### src/hdl/calendar_date_day_offset_assert.svh
// Assertion macros shared by the calendar date day offset RTL.
// Included by the modules that carry concurrent checks; no other dependencies.
`ifndef CALENDAR_DATE_DAY_OFFSET_ASSERT_SVH
`define CALENDAR_DATE_DAY_OFFSET_ASSERT_SVH
`ifndef SYNTH
`define CDO_ASSERT_ALWAYS(lbl, clk, rst_n, cond, msg) \
	lbl: assert property (@(posedge clk) disable iff (!rst_n) (cond)) else $error(msg);
`define CDO_ASSERT_IMPL(lbl, clk, rst_n, ante, cons, msg) \
	lbl: assert property (@(posedge clk) disable iff (!rst_n) (ante) |-> (cons)) else $error(msg);
`define CDO_ASSERT_NEXT(lbl, clk, rst_n, ante, cons, msg) \
	lbl: assert property (@(posedge clk) disable iff (!rst_n) (ante) |=> (cons)) else $error(msg);
`else
`define CDO_ASSERT_ALWAYS(lbl, clk, rst_n, cond, msg)
`define CDO_ASSERT_IMPL(lbl, clk, rst_n, ante, cons, msg)
`define CDO_ASSERT_NEXT(lbl, clk, rst_n, ante, cons, msg)
`endif
`endif

### src/hdl/cdo_pkg.sv
// Shared types, constants and calendar tables for the date day offset block.
// No dependencies; used by cdo_step, cdo_conv and the top level.
`timescale 1ns / 1ps

package cdo_pkg;

	localparam logic ACTION_SET = 1'b0;
	localparam logic ACTION_ADD = 1'b1;

	localparam logic [1:0] ST_OK        = 2'd0;
	localparam logic [1:0] ST_BAD_DAY   = 2'd1;
	localparam logic [1:0] ST_BAD_MONTH = 2'd2;
	localparam logic [1:0] ST_BAD_YEAR  = 2'd3;

	localparam logic [11:0] YEAR_MIN  = 12'd1902;
	localparam logic [11:0] YEAR_MAX  = 12'd2037;
	localparam logic [11:0] YEAR_BASE = 12'd1901;

	// The stored date is kept as days since 1 January 1901.
	localparam logic [15:0] DAYS_MIN   = 16'd365;
	localparam logic [15:0] DAYS_MAX   = 16'd50038;
	localparam logic [15:0] DAYS_RESET = 16'd25202;

	typedef struct packed {
		logic [15:0] days;
		logic [1:0]  status;
	} step_res_t;

	function automatic logic [4:0] month_len(input logic [3:0] m);
		logic [4:0] len;
		case (m)
			4'd2: len = 5'd28;
			4'd4, 4'd6, 4'd9, 4'd11: len = 5'd30;
			default: len = 5'd31;
		endcase
		return len;
	endfunction

	function automatic logic [8:0] month_start(input logic [3:0] m, input logic leap);
		logic [8:0] s;
		case (m)
			4'd2:  s = 9'd31;
			4'd3:  s = 9'd59;
			4'd4:  s = 9'd90;
			4'd5:  s = 9'd120;
			4'd6:  s = 9'd151;
			4'd7:  s = 9'd181;
			4'd8:  s = 9'd212;
			4'd9:  s = 9'd243;
			4'd10: s = 9'd273;
			4'd11: s = 9'd304;
			4'd12: s = 9'd334;
			default: s = 9'd0;
		endcase
		if (leap && (m > 4'd2)) begin
			s = s + 9'd1;
		end
		return s;
	endfunction

endpackage

### src/hdl/cdo_step.sv
// Date register and per-beat step logic: validates a set beat or applies a day offset.
// Depends on cdo_pkg and calendar_date_day_offset_assert.svh.
`timescale 1ns / 1ps
`include "calendar_date_day_offset_assert.svh"

module cdo_step (
	input  logic                clk,
	input  logic                arst_n,
	input  logic                accept,
	input  logic                action,
	input  logic [4:0]          day_in,
	input  logic [3:0]          month_in,
	input  logic [11:0]         year_in,
	input  logic signed [16:0]  day_offset,
	output cdo_pkg::step_res_t  res
);

	logic [15:0]        days_q;
	logic [3:0]         norm_month;
	logic [12:0]        norm_year;
	logic [25:0]        div25_prod;
	logic               norm_leap;
	logic [4:0]         len;
	logic [1:0]         set_status;
	logic [7:0]         year_ofs;
	logic [16:0]        set_days;
	logic signed [17:0] add_sum;
	logic               add_ok;

	always_comb begin
		norm_month = month_in;
		norm_year  = {1'b0, year_in};
		if (month_in == 4'd0) begin
			norm_month = 4'd12;
		end else if (month_in > 4'd12) begin
			norm_month = month_in - 4'd12;
			norm_year  = {1'b0, year_in} + 13'd1;
		end
	end

	// 7209 is the inverse of 25 modulo 8192, so a multiple of 25 maps onto 0..327.
	assign div25_prod = {13'd0, norm_year} * 26'd7209;
	assign norm_leap  = (norm_year[1:0] == 2'd0) &&
		((div25_prod[12:0] > 13'd327) || (norm_year[3:0] == 4'd0));

	always_comb begin
		len = cdo_pkg::month_len(norm_month);
		if ((norm_month == 4'd2) && norm_leap) begin
			len = 5'd29;
		end
		if ((day_in == 5'd0) || (day_in > len)) begin
			set_status = cdo_pkg::ST_BAD_DAY;
		end else if (norm_month != month_in) begin
			set_status = cdo_pkg::ST_BAD_MONTH;
		end else if ((year_in < cdo_pkg::YEAR_MIN) || (year_in > cdo_pkg::YEAR_MAX)) begin
			set_status = cdo_pkg::ST_BAD_YEAR;
		end else begin
			set_status = cdo_pkg::ST_OK;
		end
	end

	// Inside the year range every fourth year is a leap year, 2000 included.
	assign year_ofs = 8'(year_in - cdo_pkg::YEAR_BASE);
	assign set_days = {9'd0, year_ofs} * 17'd365 + {11'd0, year_ofs[7:2]}
		+ {8'd0, cdo_pkg::month_start(month_in, year_in[1:0] == 2'd0)}
		+ {12'd0, day_in} - 17'd1;

	assign add_sum = $signed({2'b00, days_q}) + 18'(day_offset);
	assign add_ok  = (add_sum >= $signed({2'b00, cdo_pkg::DAYS_MIN})) &&
		(add_sum <= $signed({2'b00, cdo_pkg::DAYS_MAX}));

	always_comb begin
		res.days   = days_q;
		res.status = cdo_pkg::ST_OK;
		if (action == cdo_pkg::ACTION_SET) begin
			res.status = set_status;
			if (set_status == cdo_pkg::ST_OK) begin
				res.days = set_days[15:0];
			end
		end else begin
			if (add_ok) begin
				res.days = add_sum[15:0];
			end else begin
				res.status = cdo_pkg::ST_BAD_YEAR;
			end
		end
	end

	always_ff @(posedge clk or negedge arst_n) begin
		if (!arst_n) begin
			days_q <= cdo_pkg::DAYS_RESET;
		end else if (accept) begin
			days_q <= res.days;
		end
	end

	`CDO_ASSERT_ALWAYS(a_days_range, clk, arst_n, (days_q >= cdo_pkg::DAYS_MIN) && (days_q <= cdo_pkg::DAYS_MAX), "stored date left the year range")
	`CDO_ASSERT_NEXT(a_reject_keeps, clk, arst_n, accept && (res.status != cdo_pkg::ST_OK), $stable(days_q), "rejected beat changed the stored date")
	`CDO_ASSERT_IMPL(a_add_status, clk, arst_n, accept && (action == cdo_pkg::ACTION_ADD), (res.status == cdo_pkg::ST_OK) || (res.status == cdo_pkg::ST_BAD_YEAR), "add beat gave a set status")

endmodule

### src/hdl/cdo_conv.sv
// Elastic four-stage pipeline that turns a day count into date, weekday and status.
// Depends on cdo_pkg and calendar_date_day_offset_assert.svh.
`timescale 1ns / 1ps
`include "calendar_date_day_offset_assert.svh"

module cdo_conv (
	input  logic               clk,
	input  logic               arst_n,
	input  logic               in_valid,
	output logic               in_ready,
	input  cdo_pkg::step_res_t res,
	output logic               out_valid,
	input  logic               out_ready,
	output logic [4:0]         day_out,
	output logic [3:0]         month_out,
	output logic [10:0]        year_out,
	output logic [2:0]         weekday,
	output logic [1:0]         status
);

	logic v_s1, v_s2, v_s3, v_s4;
	logic adv_s1, adv_s2, adv_s3, adv_s4;

	logic [15:0] days_s1;
	logic [1:0]  st_s1;

	logic [32:0] cyc_prod;
	logic [15:0] days_s2;
	logic [5:0]  cyc_s2;
	logic [1:0]  st_s2;

	logic [16:0] cyc_days;
	logic [15:0] rem;
	logic [1:0]  yic;
	logic [8:0]  doy;
	logic [16:0] wd_x;
	logic [33:0] wd_prod;
	logic [16:0] wd_r;
	logic [8:0]  doy_s3;
	logic        leap_s3;
	logic [10:0] year_s3;
	logic [2:0]  wd_s3;
	logic [1:0]  st_s3;

	logic [3:0]  mon;
	logic [8:0]  mon_start;
	logic [8:0]  dom;

	assign adv_s4   = !v_s4 || out_ready;
	assign adv_s3   = !v_s3 || adv_s4;
	assign adv_s2   = !v_s2 || adv_s3;
	assign adv_s1   = !v_s1 || adv_s2;
	assign in_ready = adv_s1;

	always_ff @(posedge clk or negedge arst_n) begin
		if (!arst_n) begin
			v_s1 <= 1'b0;
			v_s2 <= 1'b0;
			v_s3 <= 1'b0;
			v_s4 <= 1'b0;
		end else begin
			if (adv_s1) v_s1 <= in_valid;
			if (adv_s2) v_s2 <= v_s1;
			if (adv_s3) v_s3 <= v_s2;
			if (adv_s4) v_s4 <= v_s3;
		end
	end

	always_ff @(posedge clk) begin
		if (adv_s1) begin
			days_s1 <= res.days;
			st_s1   <= res.status;
		end
	end

	// Four-year cycles of 1461 days; 91868 / 2^27 is exact for any 16-bit count.
	assign cyc_prod = {17'd0, days_s1} * 33'd91868;

	always_ff @(posedge clk) begin
		if (adv_s2) begin
			days_s2 <= days_s1;
			cyc_s2  <= cyc_prod[32:27];
			st_s2   <= st_s1;
		end
	end

	assign cyc_days = {11'd0, cyc_s2} * 17'd1461;
	assign rem      = days_s2 - cyc_days[15:0];

	always_comb begin
		if (rem >= 16'd1095) begin
			yic = 2'd3;
			doy = 9'(rem - 16'd1095);
		end else if (rem >= 16'd730) begin
			yic = 2'd2;
			doy = 9'(rem - 16'd730);
		end else if (rem >= 16'd365) begin
			yic = 2'd1;
			doy = 9'(rem - 16'd365);
		end else begin
			yic = 2'd0;
			doy = rem[8:0];
		end
	end

	// 1 January 1901 was a Tuesday, hence the bias of two.
	assign wd_x    = {1'b0, days_s2} + 17'd2;
	assign wd_prod = {17'd0, wd_x} * 34'd74899;
	assign wd_r    = wd_x - {2'b00, wd_prod[33:19]} * 17'd7;

	always_ff @(posedge clk) begin
		if (adv_s3) begin
			doy_s3  <= doy;
			leap_s3 <= (yic == 2'd3);
			year_s3 <= 11'(cdo_pkg::YEAR_BASE) + {3'd0, cyc_s2, 2'b00} + {9'd0, yic};
			wd_s3   <= wd_r[2:0];
			st_s3   <= st_s2;
		end
	end

	always_comb begin
		mon = 4'd1;
		for (int i = 2; i <= 12; i++) begin
			if (doy_s3 >= cdo_pkg::month_start(4'(i), leap_s3)) begin
				mon = 4'(i);
			end
		end
		mon_start = cdo_pkg::month_start(mon, leap_s3);
		dom       = doy_s3 - mon_start + 9'd1;
	end

	always_ff @(posedge clk) begin
		if (adv_s4) begin
			day_out   <= dom[4:0];
			month_out <= mon;
			year_out  <= year_s3;
			weekday   <= wd_s3;
			status    <= st_s3;
		end
	end

	assign out_valid = v_s4;

	`CDO_ASSERT_IMPL(a_full_stall, clk, arst_n, !in_ready, v_s1 && v_s2 && v_s3 && v_s4 && !out_ready, "input stalled with a free stage")
	`CDO_ASSERT_IMPL(a_year_range, clk, arst_n, out_valid, (year_out >= 11'(cdo_pkg::YEAR_MIN)) && (year_out <= 11'(cdo_pkg::YEAR_MAX)), "converted year out of range")
	`CDO_ASSERT_IMPL(a_date_fields, clk, arst_n, out_valid, (month_out >= 4'd1) && (month_out <= 4'd12) && (day_out >= 5'd1) && (weekday <= 3'd6), "converted date field out of range")

endmodule

### src/hdl/calendar_date_day_offset.sv
// Top level of the calendar date day offset block.
// Depends on cdo_pkg, cdo_step and cdo_conv.
//
// Usage:
// The input channel (in_valid / in_ready) carries one command beat: action 0 sets a
// date from day_in, month_in and year_in after checking it, action 1 moves the stored
// date by the signed day_offset. The stored date is updated at the edge that accepts
// the beat, so the next beat may follow in the very next cycle.
// The output channel (out_valid / out_ready) returns one beat per command: the stored
// date after that command, its weekday (0 is Sunday) and a status code.
// Throughput is one beat per cycle while out_ready is high. Each beat passes four
// register stages; out_valid rises when the last of them holds it. The day count
// is held in the date register and turned back into a date by the four-year-cycle
// divider and month compares of the output pipeline.
// Reset clears the pipeline and loads Thursday, 1 January 1970.
// When out_ready is low the pipeline fills; in_ready drops only when all four stages
// hold a beat, and no beat is lost or reordered.
`timescale 1ns / 1ps

module calendar_date_day_offset (
	input  logic               clk,
	input  logic               arst_n,
	input  logic               in_valid,
	output logic               in_ready,
	input  logic               action,
	input  logic [4:0]         day_in,
	input  logic [3:0]         month_in,
	input  logic [11:0]        year_in,
	input  logic signed [16:0] day_offset,
	output logic               out_valid,
	input  logic               out_ready,
	output logic [4:0]         day_out,
	output logic [3:0]         month_out,
	output logic [10:0]        year_out,
	output logic [2:0]         weekday,
	output logic [1:0]         status
);

	cdo_pkg::step_res_t step_res;
	logic               accept;

	assign accept = in_valid && in_ready;

	cdo_step u_step (
		.clk        (clk),
		.arst_n     (arst_n),
		.accept     (accept),
		.action     (action),
		.day_in     (day_in),
		.month_in   (month_in),
		.year_in    (year_in),
		.day_offset (day_offset),
		.res        (step_res)
	);

	cdo_conv u_conv (
		.clk       (clk),
		.arst_n    (arst_n),
		.in_valid  (in_valid),
		.in_ready  (in_ready),
		.res       (step_res),
		.out_valid (out_valid),
		.out_ready (out_ready),
		.day_out   (day_out),
		.month_out (month_out),
		.year_out  (year_out),
		.weekday   (weekday),
		.status    (status)
	);

endmodule

### config.mk
export PLATFORM = sky130hd
export DESIGN_NAME = calendar_date_day_offset
export DESIGN_NICKNAME = d
export VERILOG_FILES = /design/src/hdl/cdo_pkg.sv /design/src/hdl/cdo_step.sv /design/src/hdl/cdo_conv.sv /design/src/hdl/calendar_date_day_offset.sv
export VERILOG_INCLUDE_DIRS = /design/src /design/src/hdl
export SDC_FILE = /design/constraint.sdc
export NUM_CORES = 1
export LEC_CHECK = 0
export BUFFER_PORTS_ARGS = -buffer_cell sky130_fd_sc_hd__buf_2
export CORE_MARGIN = 1
export CORE_UTILIZATION = 49
export DETAILED_ROUTE_END_ITERATION = 12
export PLACE_DENSITY = 0.75
export SLEW_MARGIN = 10
export SYNTH_ARGS = -nofsm -noshare
export SYNTH_HDL_FRONTEND = slang
export SYNTH_SLANG_ARGS = --single-unit
### constraint.sdc
create_clock -name clk -period 6.7 [get_ports clk]
set_input_delay 0.67 -clock clk [delete_from_list [all_inputs] [get_ports clk]]
set_output_delay 0.67 -clock clk [all_outputs]
set_load 0.05 [all_outputs]
Word-level counts from Yosys, hierarchy flattened:

Memories as Yosys holds them, arrays and structs flattened.
Cells that the tools add are included.

* add/subtract/negate cells: 20
* multipliers: 6
* order comparisons: 23
* equality and inequality tests: 7
* mux-type cells: 42
* reduce and logical (&&, ||, !) cells: 24

Operator list (number)
* $ge 9x8->1: 4
* $mux 9: 4
* $mul 17x17->34 const B: 1
* $mux 16: 2
* $mux 4: 8
* $mul 16x15->31 const B: 1
* $ge 9x9->1: 3
* $mux 13: 2
* $mux 2: 11
* $add 17x17->18: 1
* $ge 18x10->1 const B: 1
* $ge 9x7->1: 2
* $le 18x17->1 const B: 1
* $mux 18: 1
* $mux 3: 6
* $add 16x2->17 const B: 1
* $add 16x5->16: 1
* $add 16x6->16: 1
* $add 16x9->16: 1
* $ge 16x10->1 const B: 1
* $ge 16x11->1 const B: 1
* $ge 16x9->1 const B: 1
* $mul 6x11->16 const B: 1
* $mul 8x9->16 const B: 1
* 39 further kinds: 65

* register bits: 113
* bits in read-only memories: 288
* output and inout port bits: 27
* memories kept: 2

Memories
* (name not given): depth 16, bits a word 9, read ports 1, clocked after Yosys merged registers in 0, write ports 0, line cdo_pkg.sv:41 `case (m)`
* (name not given): depth 16, bits a word 9, read ports 1, clocked after Yosys merged registers in 0, write ports 0, line cdo_pkg.sv:41

Logic depth before layout (Yosys ltp):

Gate-level depths: netlist (run 1).

* word-level depth: 17
* mapped depth: 33

By module:

Synthesis (run 1) repeated with hierarchy kept, for this count alone.

* cells, all modules: 2096
* area total of the unflattened synthesis: 20384.6 um^2

Modules (own cells, without submodules)
* cdo_conv: instances 1, cells an instance 1313, area each 13822.0 um^2, sequential area each 2892.8 um^2
* cdo_step: instances 1, cells an instance 782, area each 6556.3 um^2, sequential area each 409.1 um^2
* calendar_date_day_offset: instances 1, cells an instance 1, area each 6.3 um^2, sequential area each 0.0 um^2

Least setup slack after synthesis (run 1):

No wires, ideal clock.

* kind: register to register
* start point: reg u_conv.days_s2[1]
* end point: reg u_conv.wd_s3[2] (data pin)
* library setup time: 260 ps
* data arrival time: 6836 ps
* data required time: 6440 ps
* setup slack: -396 ps
* stages on the path, launching flop included: 31
* buffers on the path: 1
* clock period less this slack: 7096 ps
* cell sequence: edfxtp_1 > clkbuf_1 > and3_1 > and2_1 > nand4_1 > xnor2_1 > ha_1 > ha_1 > fa_1 > inv_1 > fa_1 > inv_1 > fa_1 > ha_1 > a21o_1 > o21ai_0 > a21oi_1 > and3_1 > a211oi_1 > inv_1 > a21oi_1 > xnor2_1 > ha_1 > inv_1 > fa_1 > xnor2_1 > xnor2_1 > xnor2_1 > xnor2_1 > xnor2_1 > xnor2_1

* longest elaborated chain between the ends: 4

Ends and longest elaborated chain
* start, declared: line cdo_conv.sv:28 `logic [15:0] days_s2;`
* start signal, assigned: line cdo_conv.sv:81 `days_s2 <= days_s1;`
* $add 16x2->17 (*): line cdo_conv.sv:107 `assign wd_x = {1'b0, days_s2} + 17'd2;`
* $mul 17x17->34: line cdo_conv.sv:108 `assign wd_prod = {17'd0, wd_x} * 34'd74899;`
* $mul 15x3->3: line cdo_conv.sv:109 `assign wd_r = wd_x - {2'b00, wd_prod[33:19]} * 17'd7;`
* $sub 3x3->3 (*): line cdo_conv.sv:109
* net u_conv.wd_r[2]: line cdo_conv.sv:38 `logic [16:0] wd_r;`
* end signal, assigned: line cdo_conv.sv:116 `wd_s3 <= wd_r[2:0];`
* end, declared: line cdo_conv.sv:42 `logic [2:0] wd_s3;`

The timed path passes the listed nets; every way through them passes the cells marked *.
A chain may end at the register's enable or synchronous reset.

Worst setup path in the final report (run 1):

* start point: reg u_conv.days_s2[3]
* end point: reg u_conv.wd_s3[2] (data pin)

* longest elaborated chain between the ends: 4

Ends and longest elaborated chain (line)
* $add 16x2->17: cdo_conv.sv:107
* $mul 17x17->34: cdo_conv.sv:108
* $mul 15x3->3: cdo_conv.sv:109
* $sub 3x3->3: cdo_conv.sv:109
* net u_conv.wd_r[2]: cdo_conv.sv:38

The timed path passes the listed nets, and every way through them passes these cells.

==> reports/qor.yml, run 1 <==
tightest_slew_ns: 1.20
path_clk_slew_ns: 0.06
tritoncts: "yes"
die-area_um2: 42400
synth_nets: 2740
postCtsHoldBufs: 0
cts_made_buffers: 17
worstPathMaxFanout: 3
setup_viol: 1
grt-ovfl-total: 0
drtIter0Drc: 908
initial_core_util_pct: 49.8
antenna_found_initial: 0
synthesis.area_um2: 20400
violations: "negative setup slack"
drv_cap: 0
crit_required_ns: 6.87
grt_max_degree: 54
drc: 0
nNetsFinal: 2903
drive_gt1_share_pct: 13.6
routed_wl_mm: 48.3
fin_crit_sh_pct: 100
vias: 15703
gp_congestion: 0.956
met2_length_mm: 24.1
areaGrowthSynthToFinish_pct: 12.4
yosysSeqAreaShare_pct: 16.2
die-height_um: 206
clkSinkCount: 113
setup_ws_ns: -0.00785
fmax_mhz: 149
syn_inst: 2091
finalHoldViolCount: 0
end_kind: "register"
cts.path.max_buffers: 2
place_ws_ns: -0.523
rsz0062_at_grt: "true"
grt_pass1_vias: 16393
highest-signal-layer: "met4"
critPathKind: "reg2reg"
root_buffer: "clkbuf_16"
num_antenna_cells: 0
cp-start-kind: "register"
ys.flop_type: "edfxtp_1"
post_drt_wl_per_cell_um: 17.3
syn_area_per_cell_um2: 9.74
fin_skew_ns: 0.0134
wl_met3_mm: 2.33
coreArea_um2: 40900
drv_slew: 0
die_w_um: 206
grt_pass1_wl_mm: 79.9
finalCriticalPeriod_ns: 6.71
crit_top_cell: "xnor2_1"
crit_slowest_cell: "fa_1"
clock_latency_ns: 0.43
hold_ws_ns: 0.204
vias_per_cell: 5.61
crit_arrival_ns: 6.88
synthArstFlopShare_pct: 17.7
first_pass_iters: 5
status: "finished, violations left"
ant_nets: 0
ys_types: 89
wl_met1_mm: 20.6
io_buffers: 69
boundaryPins: 70
dp_hpwl_mm: 39.8
ys_ff_latch: 113
slew_headroom_pct: 19.7
yosysWarnings: 0
grt_use_total_pct: 23.6
min_path_type: "in2async"
synth_edf_count: 93
max_stage_delay_ns: 0.61
rows: 74
h-tree-depth: 4
[state kept, by name, summed over array words and instances (netlist names), 4 cells and up]
signal	flops
u_conv.cyc_s2	6
u_step.days_q	16
u_conv.day_out	5
u_conv.days_s2	16
u_conv.days_s1	16
u_conv.month_out	4
u_conv.year_out	11
u_conv.year_s3	11
u_conv.doy_s3	9
[what timing repair did]
item	CTS	global route
gates resized for setup	16	25
pin swaps	19	17
endpoints found under the setup margin	27	33
buffers inserted	4	5
cloned	0	0
[per-layer routing]
metal	track usage [%]	vias to the layer above
met3	3.37	100
met5	0	-
met1	30.0	7699
met4	7.25	0
li1	-	7490
met2	41.4	414
[cell usage after synthesis (6+ instances only)]
cell type  number  share of area, %
nand2b_1        8              0.25
nand4_1        21              0.65
edfxtp_1       93                14
nor2b_1        14              0.43
or3_1          13              0.40
dfrtp_1        13               1.6
nand3b_1        8              0.29
a31oi_1        16              0.49
ha_1          383                24
a2bb2oi_1       6              0.26
or2_2           6              0.18
o21bai_1        6              0.22
o211ai_1       14              0.52
and3_1         18              0.55
a211oi_1       20              0.74
nor4_1         14              0.43
a21oi_1        81               2.0
o31ai_1        11              0.41
clkbuf_1       34              0.63
dfstp_2         7              0.90
nand3_1        44               1.1
fa_1          223                22
inv_1         406               7.5
xor2_1         32               1.4
nand2_1        92               1.7
mux2i_1        34               1.7
o22a_1          6              0.26
o21a_1         14              0.52
or4_1           8              0.29
a21boi_0        9              0.33
and2_1          8              0.25
o21ai_0        59               1.5
nor2_1         70               1.3
nor3_1         36              0.88
a21o_1         27               1.0
a211oi_2        6              0.37
xnor2_1       104               4.5
o22ai_1        15              0.46
[cell usage in the layout, fill, tap and decap left out, types with 35 or more instances in the layout]
cell        n
inv_1     406
ha_1      379
fa_1      220
buf_4     123
xnor2_1    94
edfxtp_1   93
nand2_1    91
a21oi_1    79
buf_2      69
nor2_1     67
o21ai_0    58
nand3_1    42
nor3_1     35
[path summary, 6_finish.rpt]
check                                  start                  to  slack, ns  depth (start not counted)
setup reg to reg           u_conv.days_s2[3]     u_conv.wd_s3[2]     -0.008                         28
setup / recovery           u_conv.days_s2[3]     u_conv.wd_s3[2]     -0.008                         28
hold reg to reg            u_conv.year_s3[2]  u_conv.year_out[2]       0.42                          0
max in group asynchronous             arst_n    u_step.days_q[6]       6.13                          1
hold / removal                        arst_n   u_step.days_q[11]       0.20                          1
min in group clk           u_conv.year_s3[2]  u_conv.year_out[2]       0.42                          0
[area by class of cell]
cell class / count / area (um2)
Tap cell: 532 / 666
Clock inverter: 13 / 96.3
Sequential cell: 113 / 3300
Clock buffer: 19 / 464
Multi-Input combinational cell: 1522 / 15500
Fill cell: 3442 / 18000
Inverter: 407 / 1530
Timing Repair Buffer: 193 / 1280
[through the flow]
step,utilization [%],TNS (ns),std cells,area [um2]
6_report,55.9,-0.00785,2799,22900
5_1_grt,55.9,-0.339,2799,22900
4_1_cts,55.5,-0.0367,2794,22700
3_5_place_dp,53.9,-14.77,2758,22000
3_3_place_gp,53.9,-1.62,2758,22000
2_1_floorplan,-,-0.0437,2091,20400
[logic make-up after synthesis]
group           Yosys count  synth area share (%)
flops                   113                  16.2
xor+xnor                137                  5.93
mux                      39                  2.00
compound gates          358                  12.2
simple gates            380                  9.53
buf+inv                 456                  8.60
fa+ha+maj               608                  45.6
[critical path: cells and delay by family (launching register included)]
kind	cells	cell delay, ns
xor gates and xnor gates	8	1.14
and+or+nand+nor	5	0.84
buffers and inverters	3	0.31
AOI/OAI and AO/OA	4	0.74
adders and majority gates	8	3.06
DFF	1	0.36
Power of run 1 is left out: the tool's default activity adds up to more than one toggle a clock period on the data nets, which glitch-free logic cannot reach.
==> run 2, diff against run 1 <==
REMOVE_ABC_BUFFERS = 1   (was unset)
==> run 2 against run 1 <==
  * The flow still finishes with violations (negative setup slack)
  * Via count decreased by 1.2%
  * Clock skew grew 0.0022 ns
  * Global-route usage shrank 0.58 points
  * Setup slack got worse by 0.060 ns
  * Maximum frequency fell by 0.88%
  * Wire length fell by 3.3%
  * Flip-flop and latch count is the same
  * Critical path type unchanged
  * Largest cell class unchanged
==> reports/qor.yml, run 2 (same netlist as run 1, synthesis figures left out) <==
reg2reg_setup_slack_ns: -0.07  # was -0.008 ns
clock_latency_ns: 0.44  # was 0.43 ns
vias: 15508  # was 15.7k
largest_registers: "u_conv.days_s1 x16, u_conv.days_s2 x16, u_step.days_q x16"  # unchanged
setup_ws_ns: -0.0674  # was -0.00785 ns
drv_slew: 0  # unchanged
worstPathMaxFanout: 4  # was 3
grt_pass1_wl_mm: 78.1  # was 79.9 mm
clkSinkCount: 113  # unchanged
num_antenna_cells: 0  # unchanged
dpl.cell_count: 2763  # was 2758
grt_max_degree: 54  # unchanged
highest-signal-layer: "met4"  # unchanged
grt_pass1_vias: 16052  # was 16.4k
first_pass_iters: 5  # unchanged
min_path_type: "in2async"  # unchanged
finalHoldViolCount: 0  # unchanged
final_cell_count_no_fill: 2808  # was 2799
crit_top_cell: "xnor2_1"  # unchanged
wl_met1_mm: 20.1  # was 20.6 mm
status: "finished, violations left"  # unchanged
fin_skew_ns: 0.0157  # was 0.0134 ns
io_buffers: 69  # unchanged
die-height_um: 206  # unchanged
crit_arrival_ns: 6.95  # was 6.88 ns
fmax_mhz: 148  # was 149 MHz
fin_area_um2: 23100  # was 22900 um2
setup_viol: 1  # unchanged
drtIter0Drc: 876  # was 908
initial_core_util_pct: 49.8  # unchanged
layout_common_cells: "inv_1, ha_1, fa_1, buf_4, xnor2_1"  # unchanged
drive_gt1_share_pct: 14.4  # was 13.6%
tritoncts: "yes"  # unchanged
post_drt_wl_per_cell_um: 16.6  # was 17.3 um
rr_startpoint: "u_conv.days_s2[1]"  # was u_conv.days_s2[3]
postCtsHoldBufs: 0  # unchanged
gp_congestion: 0.918  # was 0.956
fin_tns_setup_ns: -0.0674  # was -0.00785 ns
grt-ovfl-total: 0  # unchanged
dpl-instance-area_um2: 22100  # was 22000 um2
slew_headroom_pct: 21.6  # was 19.7%
wl_met3_mm: 1.60  # was 2.33 mm
end_kind: "register"  # unchanged
vias_per_cell: 5.52  # was 5.61
die-area_um2: 42400  # unchanged
timing.rr.end: "u_conv.wd_s3[2]"  # unchanged
reg2reg_depth: 30  # was 28
drc: 0  # unchanged
areaGrowthSynthToFinish_pct: 13.5  # was 12.4%
h-tree-depth: 4  # unchanged
rsz0062_at_grt: "true"  # unchanged
cp-start-kind: "register"  # unchanged
ant_nets: 0  # unchanged
tightest_slew_ns: 1.17  # was 1.20 ns
cts_made_buffers: 17  # unchanged
nNetsFinal: 2912  # was 2903
crit_slowest_cell: "fa_1"  # unchanged
die_w_um: 206  # unchanged
rows: 74  # unchanged
critPathKind: "reg2reg"  # unchanged
routed_wl_mm: 46.7  # was 48.3 mm
path_clk_slew_ns: 0.06  # about the same
root_buffer: "clkbuf_16"  # unchanged
coreArea_um2: 40900  # unchanged
cts.path.max_buffers: 2  # unchanged
boundaryPins: 70  # unchanged
fin_crit_sh_pct: 101  # was 100%
max_stage_delay_ns: 0.51  # was 0.61 ns
final_common_cell: "inv_1"  # unchanged
antenna_found_initial: 0  # unchanged
drv_cap: 0  # unchanged
met2_length_mm: 24.4  # was 24.1 mm
crit_required_ns: 6.88  # was 6.87 ns
violations: "negative setup slack"  # unchanged
grt_use_total_pct: 23.0  # was 23.6%
dp_hpwl_mm: 38.7  # was 39.8 mm
finalCriticalPeriod_ns: 6.77  # was 6.71 ns
[run 2: cell count changes in the layout (fill, tap and decap cells not counted), moves of 3 or more]
cell       before  now
bufinv_16       0    3
inv_2           1    5
ha_4            2    7
inv_1         406  402
a211oi_2        9    6
inv_4           4    0
ha_1          379  373
buf_4         123  129
[run 2: metrics by stage]
stage                     util [%]  setup WS (ns)  hold slack (ns)
after floorplan                  -         -0.815            0.374
after global placement        53.9         -0.275            0.405
after detailed placement      53.9         -0.495            0.405
after CTS                     55.8         0.0107            0.213
after global routing          56.5         -0.382            0.244
final                         56.5        -0.0674            0.216
[run 2: how the worst max path moves through the flow]
stage                      startpoint                 to  slack [ns]  cells after the start
floorplan                 month_in[1]  u_step.days_q[10]       -0.82                     27
global placement    u_conv.days_s2[5]    u_conv.wd_s3[2]       -0.28                     29
detailed placement  u_conv.days_s2[5]    u_conv.wd_s3[2]       -0.49                     29
CTS                 u_conv.days_s2[5]    u_conv.wd_s3[2]        0.01                     30
global route        u_conv.days_s2[3]    u_conv.wd_s3[2]       -0.38                     29
finish              u_conv.days_s2[1]    u_conv.wd_s3[2]       -0.07                     30
[run 2: per-layer routing]
layer	GRT usage, %	vias to the layer above
li1	-	7499
met1	28.9	7648
met2	42.1	311
met3	2.76	50
met4	5.07	0
met5	0	-
[run 2: cell type report]
type	count	area (um2)
clock inverters	13	160
well taps	532	666
clock buffers	19	433
multi-input cells	1522	15600
inverters	407	1530
repair buffers	202	1370
fillers	3457	17800
flip-flops and latches	113	3300
[run 2: worst max-delay path, delay by kind of cell, from the launching register on]
family / cells / cell delay, ns
buf+inv: 6 / 0.63
fa+ha+maj: 9 / 3.39
xor+xnor: 8 / 1.11
compound gates: 4 / 0.55
flops: 1 / 0.44
simple gates: 3 / 0.39
[run 2: timing repair]
action / 4_1_cts / 5_1_grt
pin swaps: 31 / 42
buffers inserted: 7 / 6
resized for setup: 22 / 42
endpoints found under the setup margin: 1 / 33
Power of run 2 is left out for the same reason.
